<file path="src/hdl/command_line_json_framer_unit_defines.svh">
// Assertion macros for the command line JSON framer.
// Included by the RTL files that carry concurrent assertions; no dependencies.
`ifndef COMMAND_LINE_JSON_FRAMER_UNIT_DEFINES_SVH
`define COMMAND_LINE_JSON_FRAMER_UNIT_DEFINES_SVH

// Same-cycle implication, disabled while reset is asserted.
`define CLJF_ASSERT_IMPL(lbl, clk, rst_n, ante, cons, msg) \
  lbl: assert property (@(posedge clk) disable iff (!rst_n) (ante) |-> (cons)) else $error(msg);

// Next-cycle implication, disabled while reset is asserted.
`define CLJF_ASSERT_NEXT(lbl, clk, rst_n, ante, cons, msg) \
  lbl: assert property (@(posedge clk) disable iff (!rst_n) (ante) |=> (cons)) else $error(msg);

`endif

</file>
<file path="src/hdl/cljf_pkg.sv">
// Package for the command line JSON framer: sizes, character codes,
// command kind and sequencer state types. No dependencies.
package cljf_pkg;

  localparam int unsigned MAX_COMMAND_BYTES = 32;
  localparam int unsigned DEPTH_W           = 5;

  localparam logic [7:0] CH_BS    = 8'h08;
  localparam logic [7:0] CH_LF    = 8'h0A;
  localparam logic [7:0] CH_CR    = 8'h0D;
  localparam logic [7:0] CH_OPEN  = 8'h7B;
  localparam logic [7:0] CH_CLOSE = 8'h7D;

  typedef enum logic [1:0] {
    KIND_REGULAR = 2'd0,
    KIND_JSON    = 2'd1,
    KIND_UNKNOWN = 2'd2
  } kind_e;

  typedef enum logic {
    ST_IDLE,
    ST_DRAIN
  } state_e;

endpackage

</file>
<file path="src/hdl/command_line_json_framer_unit.sv">
// Command line JSON framer: frames terminal bytes into regular or JSON commands.
// Depends on cljf_pkg and command_line_json_framer_unit_defines.svh.
//
//  channel   | direction | tdata            | tuser    | tlast
//  s_axis    | in        | [7:0] rx_byte    | -        | -
//  m_axis    | out       | [7:0] out_byte   | is_json  | last (trailing LF)
//
// An accepted input byte other than BS, LF or CR is written into the command memory.
// A finished command of N bytes drains N+1 results, one per cycle while the output
// is not stalled, through the single read port of the memory.
// Input is held off from command completion until the trailing LF is read.
// Reset is asynchronous and active low; the memory is not cleared.
// Output stalls hold the read stage and the output register in place.
`include "command_line_json_framer_unit_defines.svh"

module command_line_json_framer_unit #(
  parameter int unsigned MAX_COMMAND_BYTES = cljf_pkg::MAX_COMMAND_BYTES
) (
  input  logic       clk_i,
  input  logic       rst_ni,
  input  logic       s_axis_tvalid_i,
  output logic       s_axis_tready_o,
  input  logic [7:0] s_axis_tdata_i,  // [7:0] rx_byte
  output logic       m_axis_tvalid_o,
  input  logic       m_axis_tready_i,
  output logic [7:0] m_axis_tdata_o,  // [7:0] out_byte
  output logic       m_axis_tuser_o,  // [0] is_json
  output logic       m_axis_tlast_o
);

  localparam int unsigned CW = $clog2(MAX_COMMAND_BYTES + 1);
  localparam int unsigned AW = $clog2(MAX_COMMAND_BYTES);
  localparam logic [CW-1:0] MaxCnt = CW'(MAX_COMMAND_BYTES);
  localparam int unsigned DW = cljf_pkg::DEPTH_W;

  logic [7:0] cmd_mem_q [MAX_COMMAND_BYTES];

  cljf_pkg::state_e state_q, state_d;
  cljf_pkg::kind_e  kind_q, kind_d;
  logic [CW-1:0]    cnt_q, cnt_d;
  logic [DW-1:0]    depth_q, depth_d;
  logic [CW-1:0]    drain_cnt_q, drain_cnt_d;
  logic             drain_json_q, drain_json_d;
  logic [CW-1:0]    rd_idx_q, rd_idx_d;

  logic             rdv_q, rdv_d;
  logic             rd_lf_q, rd_lf_d;
  logic             rd_json_q, rd_json_d;
  logic [7:0]       mem_rd_q;

  logic             out_vld_q, out_vld_d;
  logic [7:0]       out_byte_q, out_byte_d;
  logic             out_json_q, out_json_d;
  logic             out_last_q, out_last_d;

  logic             in_acc;
  logic             wr_en;
  logic             rd_en;
  logic             issue;
  logic             load;
  logic [CW-1:0]    cnt_inc;
  logic [DW-1:0]    depth_dec;

  assign s_axis_tready_o = (state_q == cljf_pkg::ST_IDLE);
  assign in_acc          = s_axis_tvalid_i && s_axis_tready_o;
  assign cnt_inc         = cnt_q + CW'(1);
  assign depth_dec       = depth_q - DW'(1);

  assign load  = rdv_q && (!out_vld_q || m_axis_tready_i);
  assign issue = (state_q == cljf_pkg::ST_DRAIN) && (!rdv_q || load);
  assign rd_en = issue && (rd_idx_q != drain_cnt_q);

  always_comb begin
    state_d      = state_q;
    kind_d       = kind_q;
    cnt_d        = cnt_q;
    depth_d      = depth_q;
    drain_cnt_d  = drain_cnt_q;
    drain_json_d = drain_json_q;
    rd_idx_d     = rd_idx_q;
    wr_en        = 1'b0;

    if (in_acc) begin
      if (s_axis_tdata_i == cljf_pkg::CH_BS) begin
        if (cnt_q != '0) begin
          cnt_d = cnt_q - CW'(1);
        end
      end else if (s_axis_tdata_i inside {cljf_pkg::CH_LF, cljf_pkg::CH_CR}) begin
        if (cnt_q != '0 && kind_q == cljf_pkg::KIND_REGULAR) begin
          state_d      = cljf_pkg::ST_DRAIN;
          drain_cnt_d  = cnt_q;
          drain_json_d = 1'b0;
          rd_idx_d     = '0;
          cnt_d        = '0;
          kind_d       = cljf_pkg::KIND_UNKNOWN;
        end
      end else begin
        wr_en = 1'b1;
        // drop the command once the store fills
        if (cnt_inc == MaxCnt) begin
          cnt_d  = '0;
          kind_d = cljf_pkg::KIND_UNKNOWN;
        end else begin
          cnt_d = cnt_inc;
        end
        case (kind_q)
          cljf_pkg::KIND_REGULAR: begin
          end
          cljf_pkg::KIND_JSON: begin
            if (s_axis_tdata_i == cljf_pkg::CH_OPEN) begin
              depth_d = depth_q + DW'(1);
            end else if (s_axis_tdata_i == cljf_pkg::CH_CLOSE) begin
              depth_d = depth_dec;
              if (depth_dec == '0) begin
                state_d      = cljf_pkg::ST_DRAIN;
                drain_cnt_d  = cnt_inc;
                drain_json_d = 1'b1;
                rd_idx_d     = '0;
                cnt_d        = '0;
                kind_d       = cljf_pkg::KIND_UNKNOWN;
              end
            end
          end
          default: begin
            // first byte fixes the kind, unless the store filled on it
            if (cnt_inc != MaxCnt) begin
              if (s_axis_tdata_i == cljf_pkg::CH_OPEN) begin
                kind_d  = cljf_pkg::KIND_JSON;
                depth_d = DW'(1);
              end else begin
                kind_d = cljf_pkg::KIND_REGULAR;
              end
            end else if (s_axis_tdata_i == cljf_pkg::CH_OPEN) begin
              depth_d = DW'(1);
            end
          end
        endcase
      end
    end

    if (issue) begin
      rd_idx_d = rd_idx_q + CW'(1);
      // trailing LF issued: release the input side
      if (rd_idx_q == drain_cnt_q) begin
        state_d = cljf_pkg::ST_IDLE;
      end
    end
  end

  always_comb begin
    rdv_d     = rdv_q;
    rd_lf_d   = rd_lf_q;
    rd_json_d = rd_json_q;
    if (issue) begin
      rdv_d     = 1'b1;
      rd_lf_d   = (rd_idx_q == drain_cnt_q);
      rd_json_d = drain_json_q;
    end else if (load) begin
      rdv_d = 1'b0;
    end

    out_vld_d  = out_vld_q && !m_axis_tready_i;
    out_byte_d = out_byte_q;
    out_json_d = out_json_q;
    out_last_d = out_last_q;
    if (load) begin
      out_vld_d  = 1'b1;
      out_byte_d = rd_lf_q ? cljf_pkg::CH_LF : mem_rd_q;
      out_json_d = rd_json_q;
      out_last_d = rd_lf_q;
    end
  end

  always_ff @(posedge clk_i or negedge rst_ni) begin
    if (!rst_ni) begin
      state_q      <= cljf_pkg::ST_IDLE;
      kind_q       <= cljf_pkg::KIND_UNKNOWN;
      cnt_q        <= '0;
      depth_q      <= '0;
      drain_cnt_q  <= '0;
      drain_json_q <= 1'b0;
      rd_idx_q     <= '0;
      rdv_q        <= 1'b0;
      rd_lf_q      <= 1'b0;
      rd_json_q    <= 1'b0;
      out_vld_q    <= 1'b0;
    end else begin
      state_q      <= state_d;
      kind_q       <= kind_d;
      cnt_q        <= cnt_d;
      depth_q      <= depth_d;
      drain_cnt_q  <= drain_cnt_d;
      drain_json_q <= drain_json_d;
      rd_idx_q     <= rd_idx_d;
      rdv_q        <= rdv_d;
      rd_lf_q      <= rd_lf_d;
      rd_json_q    <= rd_json_d;
      out_vld_q    <= out_vld_d;
    end
  end

  always_ff @(posedge clk_i) begin
    out_byte_q <= out_byte_d;
    out_json_q <= out_json_d;
    out_last_q <= out_last_d;
  end

  // command memory: one write port, one registered read port
  always_ff @(posedge clk_i) begin
    if (wr_en) begin
      cmd_mem_q[cnt_q[AW-1:0]] <= s_axis_tdata_i;
    end
  end

  always_ff @(posedge clk_i) begin
    if (rd_en) begin
      mem_rd_q <= cmd_mem_q[rd_idx_q[AW-1:0]];
    end
  end

  assign m_axis_tvalid_o = out_vld_q;
  assign m_axis_tdata_o  = out_byte_q;
  assign m_axis_tuser_o  = out_json_q;
  assign m_axis_tlast_o  = out_last_q;

  `CLJF_ASSERT_IMPL(a_cnt_below_max, clk_i, rst_ni, 1'b1, cnt_q < MaxCnt, "stored count reached store size")
  `CLJF_ASSERT_IMPL(a_unknown_empty, clk_i, rst_ni, kind_q == cljf_pkg::KIND_UNKNOWN, cnt_q == '0, "unknown kind with stored bytes")
  `CLJF_ASSERT_IMPL(a_issue_in_range, clk_i, rst_ni, issue, rd_idx_q <= drain_cnt_q, "read issued past command end")
  `CLJF_ASSERT_NEXT(a_rd_stage_holds, clk_i, rst_ni, rdv_q && !load, rdv_q && $stable(mem_rd_q), "read stage lost data under stall")
  `CLJF_ASSERT_IMPL(a_last_is_lf, clk_i, rst_ni, m_axis_tvalid_o && m_axis_tlast_o, m_axis_tdata_o == cljf_pkg::CH_LF, "last byte is not LF")

endmodule
</file>
<file path="config.mk">
export PLATFORM = sky130hd
export DESIGN_NAME = command_line_json_framer_unit
export DESIGN_NICKNAME = d
export VERILOG_FILES = /design/src/hdl/cljf_pkg.sv /design/src/hdl/command_line_json_framer_unit.sv
export VERILOG_INCLUDE_DIRS = /design/src /design/src/hdl
export SDC_FILE = /design/constraint.sdc
export NUM_CORES = 1
export LEC_CHECK = 0
export ABC_AREA = 1
export BUFFER_PORTS_ARGS = -buffer_cell sky130_fd_sc_hd__buf_2
export CORE_UTILIZATION = 55
export CTS_BUF_LIST = sky130_fd_sc_hd__clkbuf_2 sky130_fd_sc_hd__clkbuf_4 sky130_fd_sc_hd__clkbuf_8
export DETAILED_ROUTE_END_ITERATION = 7
export PLACE_DENSITY = 0.73
export SLEW_MARGIN = 20
export SYNTH_ARGS = -nofsm -noshare
export SYNTH_HDL_FRONTEND = slang
export SYNTH_SLANG_ARGS = --single-unit
</file>
<file path="constraint.sdc">
create_clock -name clk_i -period 2.4 [get_ports clk_i]
set_clock_uncertainty 0.2 [all_clocks]
set_input_delay 0.24 -clock clk_i [delete_from_list [all_inputs] [get_ports clk_i]]
set_output_delay 0.24 -clock clk_i [all_outputs]
set_load 0.05 [all_outputs]
</file>
**Word-level counts from Yosys, hierarchy flattened**

Memories as Yosys holds them, arrays and structs flattened. A register that Yosys moved wholly into a read port is not among the register bits.
Cells that the tools add are included.

- Memory bits (writable): 256
- Bits in registers: 41
- Memories: 1
- Bits in latches: 0
- Memory bits (read-only): 0

Memory list:

| memory | words | bits a word | rd ports | clocked after memory_dff | write ports | RTL line | text |
|---|---|---|---|---|---|---|---|
| cmd_mem_q | 32 | 8 | 1 | 1 | 1 | command_line_json_framer_unit.sv:36 | `logic [7:0] cmd_mem_q [MAX_COMMAND_BYTES];` |

- $add $sub $neg: 5
- Reduce and logical (&&, ||, !) cells: 30
- Shifts and indexed selects: 0
- Mux-type cells: 60
- Div/mod/pow operators: 0
- Bitwise logic cells: 4
- Equality and inequality tests: 17
- Multipliers: 0
- $lt $le $gt $ge: 0

Operator list:

| kind | number |
|---|---|
| 2-to-1 mux 6 bit | 23 |
| 2-to-1 mux 1 bit | 25 |
| == test 8 x 4 -> 1 bit (second input constant) | 3 |
| == test 8 x 7 -> 1 bit (second input constant) | 2 |
| nonzero test 2 bit | 8 |
| 2-to-1 mux 5 bit | 3 |
| 2-to-1 mux 2 bit | 7 |
| AND reduction 7 bit | 2 |
| adder 6 x 1 -> 6 bit (second input constant) | 2 |
| case mux 5 bit (2 select lines) | 1 |
| nonzero test 3 bit | 3 |
| == test 6 bit | 1 |
| == test 6 bit (second input constant) | 1 |
| logical AND 1 bit | 6 |
| != test 3 x 2 -> 1 bit (second input constant) | 2 |
| != test 6 bit | 1 |
| != test 6 bit (second input constant) | 1 |
| AND reduction 3 bit | 2 |
| AND reduction 6 bit | 1 |
| nonzero test 6 bit | 1 |
| subtractor 6 x 1 -> 6 bit (second input constant) | 1 |
| adder 5 x 1 -> 5 bit (second input constant) | 1 |
| logical NOT 5 bit | 1 |
| subtractor 5 x 1 -> 5 bit (second input constant) | 1 |
| 9 further kinds | 17 |

**Logic depth before layout (Yosys ltp)**

- Depth after elaboration: 11
- Depth in mapped cells: 12
- Gate-level depth less buffers: 12

**Least setup slack after synthesis**

No wires, ideal clock.

- Path type: reg-to-reg
- Start: reg state_q
- End: mem cmd_mem_q[13][0], enable pin
- Required time: 1.830 ns
- Buffers on the path: 0
- Period minus slack after synthesis: 2.418 ns
- Cell stages (with the launch flop): 8
- Path slack: -0.018 ns
- Data arrival time: 1.847 ns
- Cells stage by stage: dfrtp_1 > inv_1 > nand2_1 > nor2_2 > nand2_2 > inv_1 > nand2_1 > nor2_1

- Word-level cells in the longest chain between the ends: 5

Ends and longest elaborated chain:

| item | RTL line | text |
|---|---|---|
| start: declaration | command_line_json_framer_unit.sv:38 | `cljf_pkg::state_e state_q, state_d;` |
| start signal: assignment | command_line_json_framer_unit.sv:176 | `state_q <= cljf_pkg::ST_IDLE;` |
| start signal: assignment | command_line_json_framer_unit.sv:188 | `state_q <= state_d;` |
| inverter 1 bit | command_line_json_framer_unit.sv:64 | `assign s_axis_tready_o = (state_q == cljf_pkg::ST_IDLE);` |
| net s_axis_tready_o | command_line_json_framer_unit.sv:22 | `output logic s_axis_tready_o,` |
| logical AND 1 bit | command_line_json_framer_unit.sv:65 | `assign in_acc = s_axis_tvalid_i && s_axis_tready_o;` |
| 2-to-1 mux 1 bit | command_line_json_framer_unit.sv:83 | `if (in_acc) begin` |
| 2-to-1 mux 1 bit | command_line_json_framer_unit.sv:210 | `if (wr_en) begin` |
| 2-to-1 mux 1 bit (implied by the code) | command_line_json_framer_unit.sv:211 | `cmd_mem_q[cnt_q[AW-1:0]] <= s_axis_tdata_i;` |
| end: declaration | command_line_json_framer_unit.sv:36 |  |

The timed path passes the listed nets, and every way through them passes these cells.

**Worst setup path after layout**

- Start: reg state_q
- End: mem cmd_mem_q[7][0], enable pin

- Word-level cells in the longest chain between the ends: 5

Ends and longest elaborated chain:

| item | RTL line |
|---|---|
| inverter 1 bit | command_line_json_framer_unit.sv:64 |
| logical AND 1 bit | command_line_json_framer_unit.sv:65 |
| 2-to-1 mux 1 bit | command_line_json_framer_unit.sv:83 |
| 2-to-1 mux 1 bit | command_line_json_framer_unit.sv:210 |
| 2-to-1 mux 1 bit (implied by the code) | command_line_json_framer_unit.sv:211 |

No other way between the ends.

==> results.yml <==
finish:
  register_area_um2: 9010
  instances_no_fill: 1636
  stdcell_area_um2: 14980
  final_common_cell: "edfxtp_1"
  layout.nets: 1303
  n_antenna_cell: 0
  layout-drive-gt1-share_pct: 15.72
  num-fill-cells: 1872
  multi_input_comb_area_um2: 3692
  area_delta_synth_final_pct: 12.67
  layout_common_cells: "edfxtp_1 (274), nor2_1 (221), nand2_1 (192), o21ai_0 (101), nand3_1 (78)"
clock_network:
  cts_tree: "yes"
  h-tree-depth: 2
  root_buffer: "clkbuf_8"
  clk_latency_ns: 0.56
  cts_sinks: 305
  clk_pin_slew_ns: 0.06
  cts_made_buffers: 48
  clock_path_buffers: 3
power:
  leakage_nw: 5.626
  p_clk_share_pct: 25.6
  pwr-share-comb_pct: 33.8
  cell_internal_pwr_mw: 10.20
  powerDensity_nw_per_um2: 1082
  p_sw_mw: 6.011
  seqPwrFrac_pct: 40.6
  peakVddDrop_uv: 695.6
  swShare_pct: 37.08
  power_mw: 16.21
sta:
  rsz0062_at_grt: "true"
  min_period_ns: 2.295
  tightestPinTransition_ns: 0.8421
  finalMaxSlewViolations: 0
  hold_viol_final: 0
  slew_headroom_pct: 43.65
  max_clock_freq_ghz: 0.4357
  setup_viol: 0
  fin_crit_sh_pct: 95.64
detailed_routing:
  drtIter0Drc: 826
  firstDrtPassIters: 5
  viasPerCell: 5.617
  wire_per_inst_um: 19.18
  ant_nets: 0
  totalWireLength_mm: 31.38
  via_count: 9190
  route.detailed.drc: 0
global_routing:
  antenna_found_initial: 0
  grt_pass1_wl_mm: 48.56
  grt_pass1_vias: 9114
  grt_max_degree: 83
  gr-total-overflow: 0
  grt_usage_pct: 26.43
die:
  rows: 56
  ioPinCount: 24
  die_w_um: 157.5
  initial_core_util_pct: 56.31
  dieArea_um2: 24800
  core_area_um2: 23610
  die_y_um: 157.5
hold_path:
  holdPathStages: 5
  worstHoldPathType: "input pin to register"
critical_path:
  r2r_cells: 8
  arrival_ns: 2.36
  cp-end-kind: "register"
  start_kind: "register"
  critPathMaxFanout: 8
  critical-path-top-delay-family: "simple AND/OR/NAND/NOR gates"
  cp.depth: 8
  critPathMaxStageDelay_ns: 0.38
  worstPathRequired_ns: 2.46
  cp.buffers_inverters: 3
  path_cells: "inv_1, nand2_1, nor2_2, nand2_2, inv_1, nand2_1, nor2_1, buf_4"
  crit_path_top_delay_cell: "dfrtp_1"
  setup.worst_path.class: "register to register"
run_status:
  status: "complete, no violations"
synthesis:
  synth_warnings: 0
  seq_area_frac_synth_pct: 67.72
  synth_area_um2: 13300
  synth_nets: 1216
  ys_seq_elements: 305
  synth.distinct_cells: 41
  avgSynthCellArea_um2: 11.12
  syn_inst: 1196
placement:
  hpwl_mm: 19.86
  port_buffers: 23
  place_area_um2: 14030
  place_inst: 1547
  gp_congestion: 0.8930
flow_run:
  drv_cap: 0
## final timing paths
kind | start | to | slack [ns]
min in group asynchronous | rst_ni | rd_json_q | 0.10
max in group asynchronous | rst_ni | rd_idx_q[0] | 1.37
max | state_q | cmd_mem_q[7][0] | 0.10
min reg2reg | rd_json_q | m_axis_tuser_o | 0.26
max reg2reg | state_q | cmd_mem_q[7][0] | 0.10
min | s_axis_tvalid_i | kind_q[1] | 0.03
## flip-flops by register name (all words and copies together) (netlist names)
register	count
m_axis_tdata_o	8
cmd_mem_q	256
depth_q	5
m_axis_tvalid_o	1
cnt_q	6
drain_cnt_q	6
m_axis_tlast_o	1
m_axis_tuser_o	1
kind_q	2
rd_json_q	1
rd_lf_q	1
rdv_q	1
state_q	1
rd_idx_q	6
drain_json_q	1
mem_rd_q	8
## repair_timing
action | 4_1_cts | 5_1_grt
resized for setup | 0 | 3
endpoints found under the hold margin | 42 | 0
setup endpoints to repair | 0 | 20
buffers inserted | 0 | 0
hold buffers | 5 | 0
## metrics by stage
| step | setup TNS (ns) | utilization, % | setup slack (ns) | hold slack, ns |
|---|---|---|---|---|
| 2_1_floorplan | -3.722 | - | -0.01748 | -0.2556 |
| 3_3_place_gp | 0 | 59.42 | 0.08422 | 0.1342 |
| 3_5_place_dp | 0 | 59.42 | 0.007220 | 0.1329 |
| 4_1_cts | 0 | 63.39 | 0.01635 | 0.03080 |
| 5_1_grt | -0.06091 | 63.44 | -0.01716 | 0.05284 |
| 6_report | 0 | 63.44 | 0.1047 | 0.03080 |
## area by class of cell
| class | instances | share of cell area (%) |
|---|---|---|
| Timing Repair Buffer | 95 | 4.878 |
| Multi-Input combinational cell | 764 | 24.65 |
| Tap cell | 319 | 2.664 |
| Inverter | 69 | 1.737 |
| Sequential cell | 305 | 60.14 |
| Clock buffer | 62 | 5.112 |
| Clock inverter | 22 | 0.8185 |
## tightest hold or removal path, stage by stage
cell and delay, ns:
buf_2 0.10, nand2_1 0.13, nor2_2 0.08, nand2_4 0.11
o211ai_1 0.11
## power by group through the flow
stage | sequential, mW | combinational [mW] | clock (mW)
after global placement | 6.67 | 5.29 | 0
after CTS | 6.58 | 5.45 | 4.19
after global routing | 6.62 | 6.07 | 4.41
after detailed placement | 6.69 | 5.41 | 0
after floorplan | 6.78 | 3.67 | 0
final | 6.58 | 5.48 | 4.14
## cell usage after synthesis
master	count	area share, %
buf_4	10	0.56
inv_2	3	0.085
o211ai_1	30	1.7
or2_2	2	0.094
buf_6	9	0.76
clkbuf_1	15	0.42
xnor2_2	1	0.12
nand4_1	2	0.094
ha_1	8	0.75
a211oi_1	1	0.056
edfxtp_1	274	62
a21oi_2	7	0.46
clkbuf_2	1	0.038
nand2_1	192	5.4
o21ai_1	31	1.2
nor2_2	5	0.24
a21oi_1	26	0.98
nor3_1	1	0.038
xnor2_1	4	0.26
clkinv_1	3	0.085
dfrtp_1	30	5.6
nor3_2	2	0.15
buf_8	1	0.11
nand3_2	4	0.30
o21ai_0	101	3.8
o211ai_2	5	0.47
nand2_2	6	0.28
nor2_4	3	0.25
buf_1	4	0.11
xor2_1	3	0.20
nand3_4	1	0.13
nor2_1	223	6.3
o21bai_1	1	0.056
dfstp_2	1	0.20
inv_1	63	1.8
or2_1	7	0.33
nand2_4	3	0.25
o22ai_1	16	0.75
nand3_1	78	2.9
buf_2	18	0.68
or2_0	1	0.047
## layer usage
layer / GRT usage (%) / up-vias / part of all wire (%)
met5: 0 / - / 0
li1: - / 4332 / -
met3: 4.130 / 75 / 6.8
met4: 11.19 / 0 / 3.2
met1: 34.31 / 4425 / 41
met2: 44.31 / 358 / 49
## kinds of logic (layout without fill, tap and decap cells)
kind of cell / Yosys count / count (layout) / synth area share, %
AO/OA/AOI/OAI: 218 / 218 / 9.438
XOR/XNOR: 8 / 8 / 0.5835
adder cells (fa/ha/maj): 8 / 8 / 0.7528
buffers and inverters: 127 / 248 / 4.639
flip-flops: 305 / 305 / 67.72
AND/OR/NAND/NOR: 530 / 530 / 16.86
Note: power is estimated with default switching activity, not from simulation.
